==> src/sv/otfi_pkg.sv <==
// otfi_pkg: shared types, constants and reset values for the oscillator trim block
// used by otfi_front, otfi_queue, otfi_back and the top level; no dependencies
package otfi_pkg;

  // stamp width default and configuration port sizes
  localparam int STAMP_BITS_DEF = 24;
  localparam int CFG_BITS       = 24;
  localparam int CFG_IDX_BITS   = 3;

  // trim fields
  localparam int FINE_BITS   = 9;
  localparam int COARSE_BITS = 4;
  localparam int TRIM_BITS   = FINE_BITS + COARSE_BITS;
  localparam logic [FINE_BITS-1:0]   FINE_MAX   = 9'h1FF;
  localparam logic [FINE_BITS-1:0]   FINE_MID   = 9'h100;
  localparam logic [COARSE_BITS-1:0] COARSE_MAX = 4'hF;

  // lock counting and coarse escape behavior
  localparam int GOOD_BITS = 2;
  localparam logic [GOOD_BITS-1:0] LOCK_FRAMES = 2'd2;
  localparam bit COARSE_ESCAPE = 1'b1;

  // lock states as seen on cal_state
  localparam logic [1:0] CAL_IDLE   = 2'd0;
  localparam logic [1:0] CAL_ACQ    = 2'd1;
  localparam logic [1:0] CAL_LOCKED = 2'd2;

  // error is clipped to this signed width before the multiply; anything larger
  // saturates the step anyway
  localparam int ERR_BITS   = 27;
  localparam int ERR_LIM    = 2 ** (ERR_BITS - 1) - 1;
  localparam int RECIP_BITS = 17;
  localparam int ROUND_HALF = 32768;
  localparam int Q_SHIFT    = 16;

  localparam int QUEUE_DEPTH = 2;

  // register indexes
  typedef enum logic [CFG_IDX_BITS-1:0] {
    REG_TARGET      = 3'd0,
    REG_WINDOW_LOW  = 3'd1,
    REG_WINDOW_HIGH = 3'd2,
    REG_DEAD_BAND   = 3'd3,
    REG_MAX_STEP    = 3'd4,
    REG_STEP_RECIP  = 3'd5,
    REG_TRIM_NEGATE = 3'd6,
    REG_INIT_TRIM   = 3'd7
  } reg_index_t;

  typedef struct packed {
    logic [23:0]           target_cycles;
    logic [23:0]           window_low;
    logic [23:0]           window_high;
    logic [15:0]           dead_band;
    logic [FINE_BITS-1:0]  max_step;
    logic [RECIP_BITS-1:0] step_recip;
    logic                  trim_negate;
    logic [TRIM_BITS-1:0]  initial_trim;
  } cfg_t;

  // reset values of the registers
  localparam logic [23:0]           RST_TARGET      = 24'd24000;
  localparam logic [23:0]           RST_WINDOW_LOW  = 24'd16000;
  localparam logic [23:0]           RST_WINDOW_HIGH = 24'd36000;
  localparam logic [15:0]           RST_DEAD_BAND   = 16'd16;
  localparam logic [FINE_BITS-1:0]  RST_MAX_STEP    = 9'd64;
  localparam logic [RECIP_BITS-1:0] RST_STEP_RECIP  = 17'd3277;
  localparam logic                  RST_TRIM_NEGATE = 1'b0;
  localparam logic [TRIM_BITS-1:0]  RST_INIT_TRIM   = 13'd4352;

  // event class decided by the front end
  typedef enum logic [1:0] {
    K_ARM  = 2'd0,  // first event, arms only
    K_SKIP = 2'd1,  // interval outside the window
    K_HOLD = 2'd2,  // on target, counts toward lock
    K_CORR = 2'd3   // needs a trim correction
  } kind_t;

  typedef struct packed {
    kind_t                      kind;
    logic signed [ERR_BITS-1:0] err;
  } entry_t;

endpackage

==> src/sv/otfi_front.sv <==
// otfi_front: takes stamps, forms the interval and classifies each event
// depends on otfi_pkg; feeds otfi_queue
module otfi_front #(
  parameter int STAMP_BITS = otfi_pkg::STAMP_BITS_DEF
) (
  input  logic                  clk,
  input  logic                  rst,
  input  otfi_pkg::cfg_t        cfg,
  input  logic                  in_valid,
  output logic                  in_stall,
  input  logic [STAMP_BITS-1:0] stamp,
  output logic                  q_valid,
  input  logic                  q_full,
  output otfi_pkg::entry_t      q_entry
);
  import otfi_pkg::*;

  localparam int W  = (STAMP_BITS > CFG_BITS) ? STAMP_BITS : CFG_BITS;
  localparam int CW = (W + 1 > ERR_BITS + 1) ? W + 1 : ERR_BITS + 1;
  localparam logic signed [CW-1:0] LIM = CW'(ERR_LIM);

  logic [STAMP_BITS-1:0] prev_stamp;
  logic                  armed;
  logic                  a_valid;
  logic                  a_first;
  logic [STAMP_BITS-1:0] a_ivl;
  logic                  accept;
  logic [W-1:0]          ivl_x;
  logic                  in_win;
  logic signed [CW-1:0]  err;
  logic signed [CW-1:0]  db;
  logic                  in_db;
  logic signed [CW-1:0]  err_clip;
  kind_t                 kind;

  // stage holds one word until the queue has room
  assign in_stall = a_valid & q_full;
  assign accept   = in_valid & ~in_stall;

  always_ff @(posedge clk) begin
    if (rst) begin
      prev_stamp <= '0;
      armed      <= 1'b0;
      a_valid    <= 1'b0;
    end else begin
      a_valid <= accept | (a_valid & q_full);
      if (accept) begin
        prev_stamp <= stamp;
        armed      <= 1'b1;
      end
    end
  end

  // interval modulo the stamp width
  always_ff @(posedge clk) begin
    if (accept) begin
      a_ivl   <= prev_stamp - stamp;
      a_first <= ~armed;
    end
  end

  // window, dead band and error clipping
  always_comb begin
    ivl_x  = W'(a_ivl);
    in_win = (ivl_x >= W'(cfg.window_low)) && (ivl_x <= W'(cfg.window_high));
    err    = $signed(CW'(a_ivl)) - $signed(CW'(cfg.target_cycles));
    db     = $signed(CW'(cfg.dead_band));
    in_db  = (err >= -db) && (err <= db);
    if (err > LIM) begin
      err_clip = LIM;
    end else if (err < -LIM) begin
      err_clip = -LIM;
    end else begin
      err_clip = err;
    end
    if (a_first) begin
      kind = K_ARM;
    end else if (!in_win) begin
      kind = K_SKIP;
    end else if (in_db) begin
      kind = K_HOLD;
    end else begin
      kind = K_CORR;
    end
  end

  assign q_valid       = a_valid;
  assign q_entry.kind  = kind;
  assign q_entry.err   = err_clip[ERR_BITS-1:0];

endmodule

==> src/sv/otfi_queue.sv <==
// otfi_queue: short word queue between the classifying front end and the back end
// depends on otfi_pkg
module otfi_queue (
  input  logic             clk,
  input  logic             rst,
  input  logic             wr_valid,
  output logic             full,
  input  otfi_pkg::entry_t wr_entry,
  output logic             rd_valid,
  input  logic             rd_take,
  output otfi_pkg::entry_t rd_entry
);
  import otfi_pkg::*;

  localparam int PW = (QUEUE_DEPTH > 1) ? $clog2(QUEUE_DEPTH) : 1;
  localparam int CNTW = $clog2(QUEUE_DEPTH + 1);

  entry_t          slots [QUEUE_DEPTH];
  logic [PW-1:0]   wr_ptr;
  logic [PW-1:0]   rd_ptr;
  logic [CNTW-1:0] count;
  logic            push;
  logic            pop;

  assign full     = (count == CNTW'(QUEUE_DEPTH));
  assign rd_valid = (count != '0);
  assign push     = wr_valid & ~full;
  assign pop      = rd_take & rd_valid;
  assign rd_entry = slots[rd_ptr];

  // pointers and fill count
  always_ff @(posedge clk) begin
    if (rst) begin
      wr_ptr <= '0;
      rd_ptr <= '0;
      count  <= '0;
    end else begin
      if (push) begin
        wr_ptr <= (wr_ptr == PW'(QUEUE_DEPTH - 1)) ? '0 : wr_ptr + 1'b1;
      end
      if (pop) begin
        rd_ptr <= (rd_ptr == PW'(QUEUE_DEPTH - 1)) ? '0 : rd_ptr + 1'b1;
      end
      if (push && !pop) begin
        count <= count + 1'b1;
      end else if (pop && !push) begin
        count <= count - 1'b1;
      end
    end
  end

  // slot storage
  always_ff @(posedge clk) begin
    if (push) begin
      slots[wr_ptr] <= wr_entry;
    end
  end

endmodule

==> src/sv/otfi_back.sv <==
// otfi_back: lock counting, scaled correction and trim update, with the output register
// depends on otfi_pkg; reads words from otfi_queue
module otfi_back (
  input  logic                                   clk,
  input  logic                                   rst,
  input  otfi_pkg::cfg_t                         cfg,
  input  logic                                   trim_load,
  input  logic [otfi_pkg::TRIM_BITS-1:0]         trim_init,
  input  logic                                   q_valid,
  output logic                                   q_take,
  input  otfi_pkg::entry_t                       q_entry,
  output logic                                   out_valid,
  input  logic                                   out_stall,
  output logic [otfi_pkg::FINE_BITS-1:0]         trim_fine,
  output logic [otfi_pkg::COARSE_BITS-1:0]       trim_coarse,
  output logic [1:0]                             cal_state,
  output logic                                   trim_written,
  output logic                                   frame_accepted
);
  import otfi_pkg::*;

  localparam int PROD_BITS = ERR_BITS + RECIP_BITS + 1;
  localparam int QB        = PROD_BITS - Q_SHIFT;
  localparam int DB        = FINE_BITS + 1;
  localparam int SB        = FINE_BITS + 3;

  typedef enum logic [1:0] {
    S_IDLE,
    S_MUL,
    S_APPLY
  } state_t;

  state_t                       state;
  kind_t                        e_kind;
  logic signed [ERR_BITS-1:0]   e_err;
  logic signed [PROD_BITS-1:0]  product;
  logic [GOOD_BITS-1:0]         good;
  logic [1:0]                   lock;
  logic [FINE_BITS-1:0]         fine;
  logic [COARSE_BITS-1:0]       coarse;

  logic                         out_free;
  logic signed [PROD_BITS-1:0]  rnd;
  logic signed [QB-1:0]         q;
  logic signed [QB:0]           dneg;
  logic signed [QB:0]           ms;
  logic signed [QB:0]           dcl;
  logic signed [DB-1:0]         dsel;
  logic signed [DB:0]           dext;
  logic signed [DB:0]           dfin;
  logic signed [SB-1:0]         sum;
  logic                         nz;
  logic [GOOD_BITS-1:0]         good_next;
  logic [1:0]                   lock_next;
  logic [FINE_BITS-1:0]         fine_next;
  logic [COARSE_BITS-1:0]       coarse_next;
  logic                         wr_next;
  logic                         acc_next;

  assign q_take   = (state == S_IDLE) && q_valid;
  assign out_free = !out_valid || !out_stall;

  // rounded, negated and clamped step
  always_comb begin
    rnd  = product + PROD_BITS'(ROUND_HALF);
    q    = $signed(rnd[PROD_BITS-1:Q_SHIFT]);
    dneg = -$signed({q[QB-1], q});
    ms   = $signed((QB + 1)'(cfg.max_step));
    if (dneg > ms) begin
      dcl = ms;
    end else if (dneg < -ms) begin
      dcl = -ms;
    end else begin
      dcl = dneg;
    end
    nz   = (dcl != '0);
    dsel = dcl[DB-1:0];
    dext = {dsel[DB-1], dsel};
    dfin = cfg.trim_negate ? -dext : dext;
    sum  = $signed({3'b000, fine}) + $signed({dfin[DB], dfin});
  end

  // next lock and trim state for the word in hand
  always_comb begin
    good_next   = good;
    lock_next   = lock;
    fine_next   = fine;
    coarse_next = coarse;
    wr_next     = 1'b0;
    acc_next    = 1'b0;
    unique case (e_kind) inside
      K_ARM, K_SKIP: begin
      end
      K_HOLD: begin
        acc_next = 1'b1;
        if (lock == CAL_IDLE) begin
          lock_next = CAL_ACQ;
        end
        if (good < LOCK_FRAMES) begin
          good_next = good + 1'b1;
          if (good_next == LOCK_FRAMES) begin
            lock_next = CAL_LOCKED;
          end
        end
      end
      K_CORR: begin
        acc_next  = 1'b1;
        good_next = '0;
        if (lock == CAL_IDLE) begin
          lock_next = CAL_ACQ;
        end
        if (nz) begin
          wr_next = 1'b1;
          if (sum < 0) begin
            if (COARSE_ESCAPE && coarse != '0) begin
              coarse_next = coarse - 1'b1;
              fine_next   = FINE_MID;
            end else begin
              fine_next = '0;
            end
          end else if (sum > $signed(SB'(FINE_MAX))) begin
            if (COARSE_ESCAPE && coarse != COARSE_MAX) begin
              coarse_next = coarse + 1'b1;
              fine_next   = FINE_MID;
            end else begin
              fine_next = FINE_MAX;
            end
          end else begin
            fine_next = sum[FINE_BITS-1:0];
          end
        end
      end
      default: begin
      end
    endcase
  end

  // sequencer: take word, multiply, apply and register the result
  always_ff @(posedge clk) begin
    if (rst) begin
      state     <= S_IDLE;
      out_valid <= 1'b0;
      good      <= '0;
      lock      <= CAL_IDLE;
      fine      <= RST_INIT_TRIM[FINE_BITS-1:0];
      coarse    <= RST_INIT_TRIM[TRIM_BITS-1:FINE_BITS];
    end else begin
      // result word valid: set on apply, cleared once taken
      if (state == S_APPLY && out_free) begin
        out_valid <= 1'b1;
      end else if (out_valid && !out_stall) begin
        out_valid <= 1'b0;
      end
      // trim: reloaded by a register write, else updated on apply
      if (trim_load) begin
        fine   <= trim_init[FINE_BITS-1:0];
        coarse <= trim_init[TRIM_BITS-1:FINE_BITS];
      end else if (state == S_APPLY && out_free) begin
        fine   <= fine_next;
        coarse <= coarse_next;
      end
      unique case (state)
        S_IDLE: begin
          if (q_valid) begin
            e_kind <= q_entry.kind;
            e_err  <= q_entry.err;
            state  <= S_MUL;
          end
        end
        S_MUL: begin
          product <= e_err * $signed({1'b0, cfg.step_recip});
          state   <= S_APPLY;
        end
        S_APPLY: begin
          if (out_free) begin
            good           <= good_next;
            lock           <= lock_next;
            trim_fine      <= fine_next;
            trim_coarse    <= coarse_next;
            cal_state      <= lock_next;
            trim_written   <= wr_next;
            frame_accepted <= acc_next;
            state          <= S_IDLE;
          end
        end
        default: begin
          state <= S_IDLE;
        end
      endcase
    end
  end

endmodule

==> src/sv/oscillator_trim_from_frame_interval_top.sv <==
// oscillator_trim_from_frame_interval_top: top level, configuration registers and wiring
// depends on otfi_pkg, otfi_front, otfi_queue, otfi_back
//
// Usage: one word per bus frame event arrives on the input channel (stamp,
// in_valid, in_stall) carrying the sampled down-counter value. Each word
// yields exactly one result word on the output channel (trim_fine,
// trim_coarse, cal_state, trim_written, frame_accepted, out_valid,
// out_stall) with the trim and lock state after that event.
// Sustained throughput is set by the back-end sequencer (take, multiply, apply)
// that updates the trim; it takes a new word only after applying the last. The
// front stage and a 2-word queue absorb short bursts, taken one word per cycle
// while in_stall is low. The receiver may hold out_stall as long as it likes:
// the result stays put, the back end waits, and in_stall rises only once the
// queue and the front stage are full. Reset (rst, synchronous) loads all
// register defaults, clears the arm flag and lock state and sets the trim to
// the initial trim. Registers are written through cfg_we/cfg_index/cfg_data
// while idle; the user must ensure this, as the block does not enforce it. A
// write of the initial trim also reloads the fine and coarse trim.
module oscillator_trim_from_frame_interval_top #(
  parameter int STAMP_BITS = otfi_pkg::STAMP_BITS_DEF
) (
  input  logic                                 clk,
  input  logic                                 rst,
  input  logic                                 cfg_we,
  input  logic [otfi_pkg::CFG_IDX_BITS-1:0]    cfg_index,
  input  logic [otfi_pkg::CFG_BITS-1:0]        cfg_data,
  input  logic                                 in_valid,
  output logic                                 in_stall,
  input  logic [STAMP_BITS-1:0]                stamp,
  output logic                                 out_valid,
  input  logic                                 out_stall,
  output logic [otfi_pkg::FINE_BITS-1:0]       trim_fine,
  output logic [otfi_pkg::COARSE_BITS-1:0]     trim_coarse,
  output logic [1:0]                           cal_state,
  output logic                                 trim_written,
  output logic                                 frame_accepted
);
  import otfi_pkg::*;

  cfg_t   cfg;
  logic   trim_load;
  logic   fq_valid;
  logic   fq_full;
  entry_t fq_entry;
  logic   bq_valid;
  logic   bq_take;
  entry_t bq_entry;

  assign trim_load = cfg_we && (reg_index_t'(cfg_index) == REG_INIT_TRIM);

  // configuration registers
  always_ff @(posedge clk) begin
    if (rst) begin
      cfg.target_cycles <= RST_TARGET;
      cfg.window_low    <= RST_WINDOW_LOW;
      cfg.window_high   <= RST_WINDOW_HIGH;
      cfg.dead_band     <= RST_DEAD_BAND;
      cfg.max_step      <= RST_MAX_STEP;
      cfg.step_recip    <= RST_STEP_RECIP;
      cfg.trim_negate   <= RST_TRIM_NEGATE;
      cfg.initial_trim  <= RST_INIT_TRIM;
    end else if (cfg_we) begin
      unique case (reg_index_t'(cfg_index))
        REG_TARGET:      cfg.target_cycles <= cfg_data[23:0];
        REG_WINDOW_LOW:  cfg.window_low    <= cfg_data[23:0];
        REG_WINDOW_HIGH: cfg.window_high   <= cfg_data[23:0];
        REG_DEAD_BAND:   cfg.dead_band     <= cfg_data[15:0];
        REG_MAX_STEP:    cfg.max_step      <= cfg_data[FINE_BITS-1:0];
        REG_STEP_RECIP:  cfg.step_recip    <= cfg_data[RECIP_BITS-1:0];
        REG_TRIM_NEGATE: cfg.trim_negate   <= cfg_data[0];
        REG_INIT_TRIM:   cfg.initial_trim  <= cfg_data[TRIM_BITS-1:0];
        default: begin
        end
      endcase
    end
  end

  otfi_front #(
    .STAMP_BITS(STAMP_BITS)
  ) u_front (
    .clk      (clk),
    .rst      (rst),
    .cfg      (cfg),
    .in_valid (in_valid),
    .in_stall (in_stall),
    .stamp    (stamp),
    .q_valid  (fq_valid),
    .q_full   (fq_full),
    .q_entry  (fq_entry)
  );

  otfi_queue u_queue (
    .clk      (clk),
    .rst      (rst),
    .wr_valid (fq_valid),
    .full     (fq_full),
    .wr_entry (fq_entry),
    .rd_valid (bq_valid),
    .rd_take  (bq_take),
    .rd_entry (bq_entry)
  );

  otfi_back u_back (
    .clk            (clk),
    .rst            (rst),
    .cfg            (cfg),
    .trim_load      (trim_load),
    .trim_init      (cfg_data[TRIM_BITS-1:0]),
    .q_valid        (bq_valid),
    .q_take         (bq_take),
    .q_entry        (bq_entry),
    .out_valid      (out_valid),
    .out_stall      (out_stall),
    .trim_fine      (trim_fine),
    .trim_coarse    (trim_coarse),
    .cal_state      (cal_state),
    .trim_written   (trim_written),
    .frame_accepted (frame_accepted)
  );

endmodule
==> config.mk <==
export PLATFORM = sky130hd
export DESIGN_NAME = oscillator_trim_from_frame_interval_top
export DESIGN_NICKNAME = d
export VERILOG_FILES = /design/src/sv/otfi_pkg.sv /design/src/sv/otfi_front.sv /design/src/sv/otfi_queue.sv /design/src/sv/otfi_back.sv /design/src/sv/oscillator_trim_from_frame_interval_top.sv
export SDC_FILE = /design/constraint.sdc
export NUM_CORES = 2
export LEC_CHECK = 0
export BUFFER_PORTS_ARGS = -buffer_cell sky130_fd_sc_hd__buf_4
export CAP_MARGIN = 30
export CORE_MARGIN = 2
export CORE_UTILIZATION = 40
export CTS_CLUSTER_SIZE = 24
export DETAILED_ROUTE_END_ITERATION = 7
export PLACE_DENSITY = 0.55
export SLEW_MARGIN = 10
export SYNTH_ARGS = -nofsm -noshare
export SYNTH_HDL_FRONTEND = slang
export SYNTH_HIERARCHICAL = 1
export SYNTH_SLANG_ARGS = --single-unit
==> constraint.sdc <==
create_clock -name clk -period 11.4 [get_ports clk]
set_input_delay 1.14 -clock clk [delete_from_list [all_inputs] [get_ports clk]]
set_output_delay 1.14 -clock clk [all_outputs]
set_load 0.03 [all_outputs]
[Yosys cells after proc, flatten, opt, wreduce, memory -nomap -nowiden]
Memories as Yosys holds them, arrays and structs flattened. A register that Yosys moved wholly into a read port is not among the register bits.
Cells that the tools add are included.
Widths: inputs -> output; s select.
Word-level totals
  register bits after elaboration: 252
  bits in writable memories: 58
  input port bits: 56
  output and inout port bits: 19
  logic and storage cells: 161
  memories kept: 1
Cells by class
  add/subtract/negate cells: 15
  multiply operators: 1
  $lt $le $gt $ge: 11
  equal/unequal tests: 17
  muxes and demuxes: 43
  bitwise logic cells: 9
  reduce and logical (&&, ||, !) cells: 37
Memory list
  u_queue.slots: words 2, bits a word 29, read ports 1, clocked after Yosys merged registers in 1, write ports 1, RTL line otfi_queue.sv:18  | entry_t slots [QUEUE_DEPTH];
Operators by type and width (count)
  $mux 9: 7
  $mux 30: 2
  $mux 27: 2
  $add 45x17->45 const B: 1
  $mul 27x18->45: 1
  $mux 4: 8
  $gt 30x10->1: 1
  $lt 30x30->1: 1
  $neg 29->30: 1
  $neg 9->30: 1
  $reduce_bool 30->1: 1
  $ge 25x28->1: 1
  $neg 16->28: 1
  $gt 25x27->1 const B: 1
  $lt 25x27->1 const B: 1
  $le 25x17->1: 1
  $sub 24x24->25: 1
  $ge 24x24->1: 1
  $le 24x24->1: 1
  $sub 24x24->24: 1
  $mux 2: 10
  $reduce_and 2->1: 10
  $add 10x11->12: 1
  $eq 3x3->1 const B: 4
  34 further kinds: 73

[Depth between registers and ports, before layout]
  depth after elaboration: 15
  depth in mapped cells: 47
  gate-level depth less buffers: 40

[Modules after synthesis]
The synthesis kept the hierarchy.
By module, submodules not included
  otfi_back: instances 1, cells an instance 2587, area an instance 23428.7 µm², seq. area each 2682.6 µm²
  otfi_front: instances 1, cells an instance 907, area an instance 6935.4 µm², seq. area each 1271.2 µm²
  oscillator_trim_from_frame_interval_top: instances 1, cells an instance 474, area an instance 5092.4 µm², seq. area each 2562.5 µm²
  otfi_queue: instances 1, cells an instance 115, area an instance 2308.5 µm², seq. area each 1841.8 µm²

[Worst setup path before layout]
Ideal clock, no wire load.
  kind: register -> register
  from: register u_back.product[15]
  to: register u_back.fine[8]
  setup time: 0.125 ns
  data arrival time: 8.852 ns
  data required time: 11.275 ns
  setup slack: 2.423 ns
  stages on the path, launching flop included: 45
  buffers on the path: 6
  clock period less this slack: 8.977 ns
  path through: edfxtp_1 > ha_1 > buf_4 > nand3_2 > nor4_2 > xnor2_1 > o2111ai_4 > or3_4 > clkbuf_1 > nor2_1 > nand3_1 > xnor2_1 > ha_1 > a2111oi_0 > o21ai_0 > a21oi_1 > nand3_1 > o21ai_0 > (+9 left out) > ha_1 > inv_1 > o31ai_1 > xor2_1 > ha_1 > a21oi_1 > o21ai_0 > a21o_1 > a21o_1 > a21oi_1 > nor2b_1 > nor2_1 > o21ai_0 > a211o_1 > buf_2 > nor2_1 > a2111oi_0 > a2111o_1
Between the ends
  word-level cells in the longest chain between the ends: 15
  elaborated cells on any way between the ends: 18
  those cells by class: 4 x add/sub; 4 x order compare; 9 x mux; 1 x reduce/logical
Ends and longest elaborated chain
  from (decl): RTL line otfi_back.sv:36  | logic signed [PROD_BITS-1:0] product;
  from (signal assigned): RTL line otfi_back.sv:171  | product <= e_err * $signed({1'b0, cfg.step_recip});
  $add 45x17->45 (*): RTL line otfi_back.sv:65  | rnd = product + PROD_BITS'(ROUND_HALF);
  $neg 29->30 (*): RTL line otfi_back.sv:67  | dneg = -$signed({q[QB-1], q});
  $lt 30x30->1: RTL line otfi_back.sv:71  | end else if (dneg < -ms) begin
  $mux 30: RTL line otfi_back.sv:71
  $mux 30 (*): RTL line otfi_back.sv:69  | if (dneg > ms) begin
  $neg 10->11: RTL line otfi_back.sv:79  | dfin = cfg.trim_negate ? -dext : dext;
  $mux 11: RTL line otfi_back.sv:79
  $add 10x11->12: RTL line otfi_back.sv:80  | sum = $signed({3'b000, fine}) + $signed({dfin[DB], dfin});
  $gt 12x10->1: RTL line otfi_back.sv:121  | end else if (sum > $signed(SB'(FINE_MAX))) begin
  $mux 9: RTL line otfi_back.sv:121
  $mux 9: RTL line otfi_back.sv:114  | if (sum < 0) begin
  $mux 9 (*): RTL line otfi_back.sv:112  | if (nz) begin
  $mux 9 (*): RTL line otfi_back.sv:91  | unique case (e_kind) inside
  $mux 9 (*): RTL line otfi_back.sv:158  | end else if (state == S_APPLY && out_free) begin
  $mux 9 (*): RTL line otfi_back.sv:155  | if (trim_load) begin
  to (signal assigned): RTL line otfi_back.sv:145  | fine <= RST_INIT_TRIM[FINE_BITS-1:0];
  to (signal assigned): RTL line otfi_back.sv:156  | fine <= trim_init[FINE_BITS-1:0];
  to (signal assigned): RTL line otfi_back.sv:159  | fine <= fine_next;
  to (decl): RTL line otfi_back.sv:39  | logic [FINE_BITS-1:0] fine;
Mark *: on every way between the ends. The rest lies on a longest branch, timed or not. The select of a mux whose other input is x is not followed.
A chain may end at the register's enable or synchronous reset.

[Final worst setup path]
Same ends and word-level chain as after synthesis.

==> flow_summary.toml <==
[run_status]
status = "finished, final reports clean"

[placed_design]
place.gp.congestion = 0.879
io_buffers = 74
dp_cells = 5247
dp_hpwl_um = 76800

[grt]
grt_max_degree = 83
grt_antenna_before_repair = 0
grt_use_total_pct = 21.4
grt_pass1_vias = 28300
grt_pass1_wl_um = 159000
overflow = 0

[finish]
nNetsFinal = 4840
seq_area_um2 = 8100
layout.cells.most_common = "inv_1"
syn2layout_area_growth_pct = 8.33
final_cell_mix = "inv_1, fa_1, nand2_1"
fill_cells = 9202
final_layout_size_suffix_gt1_share_pct = 7.59
multi_input_area_um2 = 25900
fin_cells = 5325

[timing]
finalSetupViolCount = 0
relSlewSlack_pct = 34.4
setup_tns_ns = 0
slew_violations = 0
fin_crit_ns = 10.17
clock.fmax_mhz = 98.3
finClkSkew_ns = 0.0436
finalHoldViolations = 0
tightestPinTransition_ns = 0.984
period_share_pct = 89.2
rsz0062_at_grt = "false"

[clock_tree]
cts_buffer_depth = 3
cts_hold_buf = 0
post_cts_buffers = 0
path_clk_slew_ns = 0.06
cts_buffers = 41
htree_num_levels = 2
cts_resized = 0
clk_latency_ns = 0.59
clock_tree.root_cell = "clkbuf_16"
cts_sinks = 325
cts_tree = "yes"

[route]
avgRoutedWirePerCell_um = 18.8
drc_errors = 0
routed_wl_um = 99900
via_per_inst = 5.16
vias = 27500
postRouteAntennaNets = 0
drt-initial-drc-count = 1416
firstDrtPassIters = 5

[setup_path]
crit_fanout = 27
cp.arrival_ns = 10.64
critical_path_class = "flop to flop"
crit_path_max_incr_delay_ns = 0.55
r2r_slack_ns = 1.23
critPathCaptureType = "flop"
cp.required_ns = 11.87
start_kind = "flop"
crit_top_cell = "nor2_1"
crit_slowest_cell = "nor4_2"

[floorplanning]
row_count = 112
start_util_pct = 40.1
die_w_um = 309
dieArea_um2 = 95700
core_um2 = 92900
ioPinCount = 75
die_y_um = 309

[yosys]
synthCells = 4044
yosys_warnings = 6
syn_nets = 4846
postSynthAreaPerCell_um2 = 9.22
syn_area_um2 = 37300

[job]
max_cap_viol_count = 0

[hold_path]
min_path_type = "flop to flop"
[critical path: cells and delay by family (launching register included)]
family	cells	cell delay [ns]
adder cells (fa/ha/maj)	4	1.32
flip-flops	1	0.43
AND/OR/NAND/NOR	11	2.45
multiplexers	1	0.20
buffers and inverters	2	0.35
AO/OA/AOI/OAI	18	4.55
XOR/XNOR	3	0.75
[worst paths after layout]
path / endpoint / start / cells after the start
max reg2reg: u_back/fine[8] / u_back/product[15] / 39
min: u_front/prev_stamp[0] / u_front/prev_stamp[0] / 2
min reg2reg: u_front/prev_stamp[0] / u_front/prev_stamp[0] / 2
max: u_back/fine[8] / u_back/product[15] / 39
[metal layers]
layer,vias to the layer above,share of wire (%),wire length [um],track usage [%]
met5,-,0,0,0
met3,119,4.4,4420,2.32
met4,0,2.6,2580,5.42
met1,13600,46,45500,29.5
li1,13100,-,-,-
met2,652,47,47300,35.9
[flip-flops by register name, summed over array words and instances, names as in the netlist, 2 cells and up, named ones only]
signal              cells
cfg                   115
u_back/cal_state        2
u_back/coarse           4
u_back/e_err           27
u_back/e_kind           2
u_back/fine             9
u_back/good             2
u_back/lock             2
u_back/product         30
u_back/state            2
u_back/trim_coarse      4
u_back/trim_fine        9
u_front/a_ivl          24
u_front/prev_stamp     24
u_queue/count           2
u_queue/slots          58
[final cells by class]
| type | count | area share [%] |
|---|---|---|
| repair buffers | 124 | 2.38 |
| multi-input cells | 2869 | 64.2 |
| diodes | 1 | 0.00619 |
| inverters | 677 | 6.29 |
| clock inverters | 23 | 0.483 |
| flip-flops and latches | 325 | 20.1 |
| well taps | 1254 | 3.88 |
| clock buffers | 52 | 2.74 |
[per-stage QoR]
step                      instance area (um2)  hold slack (ns)  util, %  setup WS, ns
after global routing                    40400            0.482     43.5         0.481
after detailed placement                39100            0.447     42.0          1.34
after CTS                               40400            0.455     43.4          1.33
final                                   40400            0.454     43.5          1.23
after floorplan                         37300            0.427        -          2.42
after global placement                  39000            0.436     42.0          1.52
Power is left out: the tool's default activity adds up to more than one toggle a clock period on the data nets, which glitch-free logic cannot reach.
